===== config.mk =====
export PLATFORM = sky130hd
export DESIGN_NAME = pbrnt_div
export DESIGN_NICKNAME = d
export VERILOG_FILES = /design/src/sv/pbrnt_pkg.sv /design/src/sv/pbrnt_div.sv
export SDC_FILE = /design/constraint.sdc
export NUM_CORES = 2
export LEC_CHECK = 0
export ABC_AREA = 1
export BUFFER_PORTS_ARGS = -buffer_cell sky130_fd_sc_hd__buf_2
export CORE_MARGIN = 3
export CORE_UTILIZATION = 35
export DETAILED_ROUTE_END_ITERATION = 16
export SYNTH_ARGS = -nofsm -noshare
export SYNTH_HDL_FRONTEND = slang
export SYNTH_SLANG_ARGS = --single-unit

===== constraint.sdc =====
create_clock -name clk -period 2.8 [get_ports clk]
set_input_delay 0.28 -clock clk [delete_from_list [all_inputs] [get_ports clk]]
set_output_delay 0.28 -clock clk [all_outputs]
set_load 0.005 [all_outputs]

===== src/sv/pbrnt_pkg.sv =====
// Shared types and fixed constants of the PBR neutral tone mapper.
`timescale 1ns / 1ps
`default_nettype none
package pbrnt_pkg;

  // Operator constants in hundredths
  localparam int PCT_START    = 76;
  localparam int PCT_DESAT    = 15;
  localparam int PCT_TOE      = 8;
  localparam int PCT_TOE_OFF  = 4;
  localparam int PCT_SCALE    = 100;
  // 6.25 = 25/4
  localparam int TOE_MUL      = 25;

  // Pipeline control handed into a stage chain
  typedef struct packed {
    logic en;
    logic valid;
  } pipe_ctl_t;

endpackage
`default_nettype wire


===== src/sv/pbrnt_div.sv =====
// Pipelined restoring divider, one quotient bit per stage, with sideband.
`timescale 1ns / 1ps
`default_nettype none
module pbrnt_div
  import pbrnt_pkg::*;
#(
  parameter int DEN_W  = 25,
  parameter int Q_W    = 18,
  parameter int SIDE_W = 1
) (
  input  logic                   clk,
  input  logic                   rst,
  input  pipe_ctl_t              ctl,
  input  logic [DEN_W+Q_W-1:0]   num,
  input  logic [DEN_W-1:0]       den,
  input  logic [SIDE_W-1:0]      side,
  output logic                   out_valid,
  output logic [Q_W-1:0]         quot,
  output logic [SIDE_W-1:0]      side_out
);

  localparam int W = DEN_W + Q_W;

  logic [W-1:0]      rem   [0:Q_W];
  logic [DEN_W-1:0]  dens  [0:Q_W];
  logic [Q_W-1:0]    qs    [0:Q_W];
  logic [SIDE_W-1:0] sides [0:Q_W];
  logic              vs    [0:Q_W];

  assign rem[0]   = num;
  assign dens[0]  = den;
  assign qs[0]    = '0;
  assign sides[0] = side;
  assign vs[0]    = ctl.valid;

  // One stage per quotient bit, most significant first
  for (genvar k = 0; k < Q_W; k++) begin : g_stage
    localparam int B = Q_W - 1 - k;
    logic [W-1:0] shifted;
    logic         fits;
    assign shifted = {{Q_W{1'b0}}, dens[k]} << B;
    assign fits    = rem[k] >= shifted;

    always_ff @(posedge clk) begin
      if (rst) begin
        vs[k+1] <= 1'b0;
      end else if (ctl.en) begin
        vs[k+1] <= vs[k];
      end
    end

    always_ff @(posedge clk) begin
      if (ctl.en) begin
        rem[k+1]   <= fits ? rem[k] - shifted : rem[k];
        qs[k+1]    <= qs[k] | ({{(Q_W-1){1'b0}}, fits} << B);
        dens[k+1]  <= dens[k];
        sides[k+1] <= sides[k];
      end
    end
  end

  assign out_valid = vs[Q_W];
  assign quot      = qs[Q_W];
  assign side_out  = sides[Q_W];

endmodule
`default_nettype wire


=== Word-level counts from Yosys, hierarchy flattened ===
Index checks and enable logic that the tools add are counted.

* Add/sub/neg operators: 17
* Bitwise logic cells: 17
* Multiplexer cells: 17
* $lt $le $gt $ge: 18

{| class="wikitable"
|+ Operator list
! cell !! count
|-
| $mux W43 || 17
|-
| $ge A43 B25 Y1 || 1
|-
| $ge A43 B26 Y1 || 1
|-
| $ge A43 B27 Y1 || 1
|-
| $ge A43 B28 Y1 || 1
|-
| $ge A43 B29 Y1 || 1
|-
| $ge A43 B30 Y1 || 1
|-
| $ge A43 B31 Y1 || 1
|-
| $ge A43 B32 Y1 || 1
|-
| $ge A43 B33 Y1 || 1
|-
| $ge A43 B34 Y1 || 1
|-
| $ge A43 B35 Y1 || 1
|-
| $ge A43 B36 Y1 || 1
|-
| $ge A43 B37 Y1 || 1
|-
| $ge A43 B38 Y1 || 1
|-
| $ge A43 B39 Y1 || 1
|-
| $ge A43 B40 Y1 || 1
|-
| $ge A43 B41 Y1 || 1
|-
| $ge A43 B42 Y1 || 1
|-
| $sub A43 B26 Y43 || 1
|-
| $sub A43 B27 Y43 || 1
|-
| $sub A43 B28 Y43 || 1
|-
| $sub A43 B29 Y43 || 1
|-
| $sub A43 B30 Y43 || 1
|-
| other kinds (29) || 29
|}

* Output and inout port bits: 20
* Flip-flop bits (word level): 1499
* Logic and storage cells: 157
* Bits of input ports: 73

=== Longest topological paths before layout ===
* Word-level depth: 2
* Gate-level depth with buffers: 16
* Depth with buffers taken out: 16

=== Worst setup path after synthesis ===
OpenSTA, ideal clock, no wires.

* Path kind: register to register
* From: register rem[527] in the netlist's numbering
* To: register rem[487] in the netlist's numbering, data pin
* Arrival time: 2027 ps
* Cell stages (with the launch flop): 16
* Slack: 521 ps
* Library setup time: 252 ps
* Buffers on the path: 1
* Required time: 2548 ps
* Cell sequence: edfxtp_1 -> inv_1 -> ha_1 -> inv_1 -> fa_1 -> nand3_1 -> nand2_1 -> nand2_1 -> nand2_2 -> nand2_1 -> nand2_1 -> nand2_1 -> nand4_4 -> buf_6 -> nand2_1 -> nand2_1

* Longest elaborated chain between the ends: 2
* Elaborated cells between the ends (all ways): 3
* Classes of those cells: add/sub (1); order compare (1); mux (1)

{| class="wikitable"
|+ Ends and longest elaborated chain
! what !! line !! source
|-
| from (decl) || pbrnt_div.sv:24 || <nowiki>logic [W-1:0] rem [0:Q_W];</nowiki>
|-
| from (signal, indexed assignment) || pbrnt_div.sv:54 || <nowiki>rem[k+1] <= fits ? rem[k] - shifted : rem[k];</nowiki>
|-
| $sub A43 B36 Y43 or $ge A43 B36 Y1 (tied branches) || pbrnt_div.sv:54, pbrnt_div.sv:42 ||
|-
| $mux W43 * || pbrnt_div.sv:54 ||
|}

Every way passes the cells marked *; elsewhere a longest branch is shown, timed or not.
A chain may end at the register's enable or synchronous reset.

=== Worst setup path in the final report ===
* From: register rem[361] in the netlist's numbering
* To: register rem[313] in the netlist's numbering, data pin

* Longest elaborated chain between the ends: 2

{| class="wikitable"
|+ Ends and longest elaborated chain
! what !! line !! source
|-
| $ge A43 B32 Y1 || pbrnt_div.sv:42 || <nowiki>assign fits = rem[k] >= shifted;</nowiki>
|-
| $mux W43 || pbrnt_div.sv:54 ||
|}

No other way between the ends.

==> metrics.yaml <==
crit_start: "rem[361]$_DFFE_PP_"
worst-path-max-fanout: 19
grt_usage_pct: 21.8
area_delta_synth_final_pct: 15.0
layout-drive-gt1-share_pct: 8.43
post-route-util_pct: 40.6
crit_path_start_kind: "register"
outcome: "finished, final reports clean"
min_path_type: "input pin to register"
powerDensity_nw_per_um2: 971
io_buffer_count: 92
ios: 93
die_h_um: 507
drv_cap: 0
period_share_pct: 96.2
ys_warn_count: 0
dieArea_sq_um: 257000
grt_pass1_vias: 70100
drtPass1Iterations: 8
r2r_cells: 13
dp_cells: 14800
synthTopCellsByCount: "nand2_1 (3984), inv_1 (1972), edfxtp_1 (1345), nor2_1 (901), nand3_1 (564)"
yosysMostFrequentCell: "nand2_1"
core_sq_um: 249000
p_clk_share_pct: 22.6
ys_ff_latch: 1363
power.internal_mw: 56.7
nets: 12300
multi_input_area_sq_um: 38800
num_vias: 74300
initial_core_util_pct: 35.3
drt_iter0_drc: 6660
clkLatencyLatePin_ps: 850
worstPathArrival_ps: 3220
tightest_slew_ps: 626
dieWidth_um: 507
synth_cell_types: 54
cts_tree: "done"
wire_per_inst_um: 19.0
grt_max_degree: 112
place.gp.congestion: 0.989
static-leakage-power_nw: 47.2
p_sw_mw: 41.6
period_minus_slack_ps: 2690
synth_area_sq_um: 88000
antenna_found_initial: 3
fmax_mhz: 371
via_per_inst: 4.89
worstSetupPathType: "register to register"
netSwitchingFraction_pct: 42.3
setup_viol: 0
async_flop_share_pct: 0
yosysTopAreaCell: "edfxtp_1"
min_path_cells: 2
seq_area_sq_um: 40700
dp_hpwl_mm: 236
synth_edf_count: 1345
hp-start: "den[22]"
root_buffer: "clkbuf_16"
timing.rr.start: "rem[361]$_DFFE_PP_"
tns_ps: 0
pwr-share-seq_pct: 33.1
hold_viol_final: 0
grt_pass1_wl_mm: 429
syn_inst: 11200
yosysSeqAreaShare_pct: 46.3
synthFlopType: "edfxtp_1"
gr-total-overflow: 0
cts.clk_slew.worst_paths_ps: 70
combPwrFrac_pct: 44.3
htree_levels: 4
wirelength_mm: 288
vdd_drop_max_mv: 0.537
nFillCells: 25500
avgSynthCellArea_sq_um: 7.86
drc_errors: 0
final_cell_count_no_fill: 15200
ant_nets: 0
final-max-slew-violation-count: 0
cts_buffer_depth: 4
synth.area.top_cells: "edfxtp_1 (46%), nand2_1 (17%), inv_1 (8.4%)"
num_rows: 183
rsz0062_at_grt: "true"
cts_buffers: 166
worst_clock_skew_ps: 62.1
worst_ep_required_time_ps: 3320
syn_nets: 11700
synth.top_cell.area_share_pct: 45.9
cts_sinks: 1363
max_slew_margin_pct: 58.2
end_kind: "register"
## logic make-up (layout without fill, tap and decap cells)
| logic type | after synthesis | after routing | share of synthesized area, % |
|---|---|---|---|
| flops | 1363 | 1363 | 46.3 |
| simple gates | 6009 | 6010 | 28.2 |
| fa+ha+maj | 467 | 467 | 6.79 |
| xor+xnor | 288 | 288 | 2.87 |
| buf+inv | 2110 | 2797 | 9.71 |
| compound gates | 957 | 957 | 6.12 |
| other cells | 0 | 3 | 0 |
## registers in the layout (all words and copies together), names as in the netlist
signal and cells:
vs 17, qs 153, out_valid 1, side_out 1
dens 425, sides 17, quot 18, rem 731
## cell type report
class,instances,area share [%]
diodes,3,0.00742
flip-flops and latches,1363,40.3
well taps,3330,4.12
multi-input cells,7722,38.4
clock buffers,189,4.24
inverters,1995,7.42
clock inverters,100,1.24
repair buffers,513,4.29
## power by group through the flow
stage	clock network (mW)	registers, mW	logic [mW]
6_report	22.2	32.6	43.5
3_3_place_gp	0	32.9	42.6
5_1_grt	23.5	32.8	48.6
4_1_cts	22.7	32.5	42.9
3_5_place_dp	0	32.8	42.6
2_1_floorplan	0	30.2	29.4
## per-layer routing
metal	track usage [%]	vias to the layer above	share of wire (%)
met3	2.28	442	5.5
met1	30.1	34600	45
met2	36.0	2221	46
li1	-	37100	-
met4	6.83	2	3.4
met5	0	-	0.0069
## what timing repair did
action                                  in CTS  in global routing
hold buffers                                73                  0
gates resized for setup                      3                 44
pin swaps                                    0                  4
buffers inserted                             2                  8
hold endpoints to repair                    93                  0
cloned                                       0                  1
endpoints found under the setup margin      30                168
## cells in the final DEF (no fill, tap or decap), types with 9 or more instances in the layout
| cell | instances |
|---|---|
| edfxtp_1 | 1345 |
| clkinv_1 | 26 |
| nand2_2 | 57 |
| buf_4 | 305 |
| dfxtp_1 | 18 |
| fa_1 | 16 |
| dlygate4sd3_1 | 73 |
| inv_2 | 18 |
| a21oi_2 | 51 |
| clkinv_2 | 20 |
| a21oi_1 | 459 |
| buf_12 | 42 |
| clkbuf_16 | 167 |
| nand2_1 | 3976 |
| o21ai_0 | 234 |
| nor3_2 | 11 |
| nand3b_1 | 39 |
| nand3_2 | 20 |
| ha_1 | 440 |
| and3_1 | 14 |
| nor3_1 | 125 |
| xnor2_1 | 141 |
| nand4_1 | 212 |
| nor2_2 | 40 |
| bufinv_16 | 25 |
| inv_1 | 1971 |
| o21ai_1 | 87 |
| clkbuf_1 | 19 |
| o21ai_2 | 79 |
| nand3_1 | 558 |
| and2_1 | 13 |
| o21bai_1 | 25 |
| nor2_1 | 894 |
| xor2_1 | 147 |
| inv_6 | 9 |
| nor4_1 | 19 |
| buf_2 | 91 |
## through the flow
stage / total power [mW] / area (sq um) / hold slack (ps) / worst slack (ps)
floorplan: 59.6 / 88000 / 379 / 521
global placement: 75.4 / 94600 / 400 / -130
detailed placement: 75.4 / 94600 / 405 / -134
CTS: 98.1 / 101000 / 92.6 / 26.1
global route: 105 / 101000 / 134 / -25.1
finish: 98.3 / 101000 / 168 / 105
## final timing paths
kind | to | slack, ps
worst max-delay path | rem[313]$_DFFE_PP_ | 110
worst min register to register | qs[101]$_DFFE_PP_ | 400
worst min-delay path | dens[447]$_DFFE_PP_ | 170
worst max register to register | rem[313]$_DFFE_PP_ | 110
## worst max-delay path, stage by stage (launching register included)
cell and delay, ps:
edfxtp_1 490, ha_1 450, nand2_2 130, nor2_2 220, nand2_1 150, nor2_2 120, nand2_1 60, nor2_1 140
nor2_1 90, nand2_4 140, inv_6 100, buf_12 170, nand2_1 70, o21ai_2 60
Note: power is estimated with default switching activity, not from simulation.
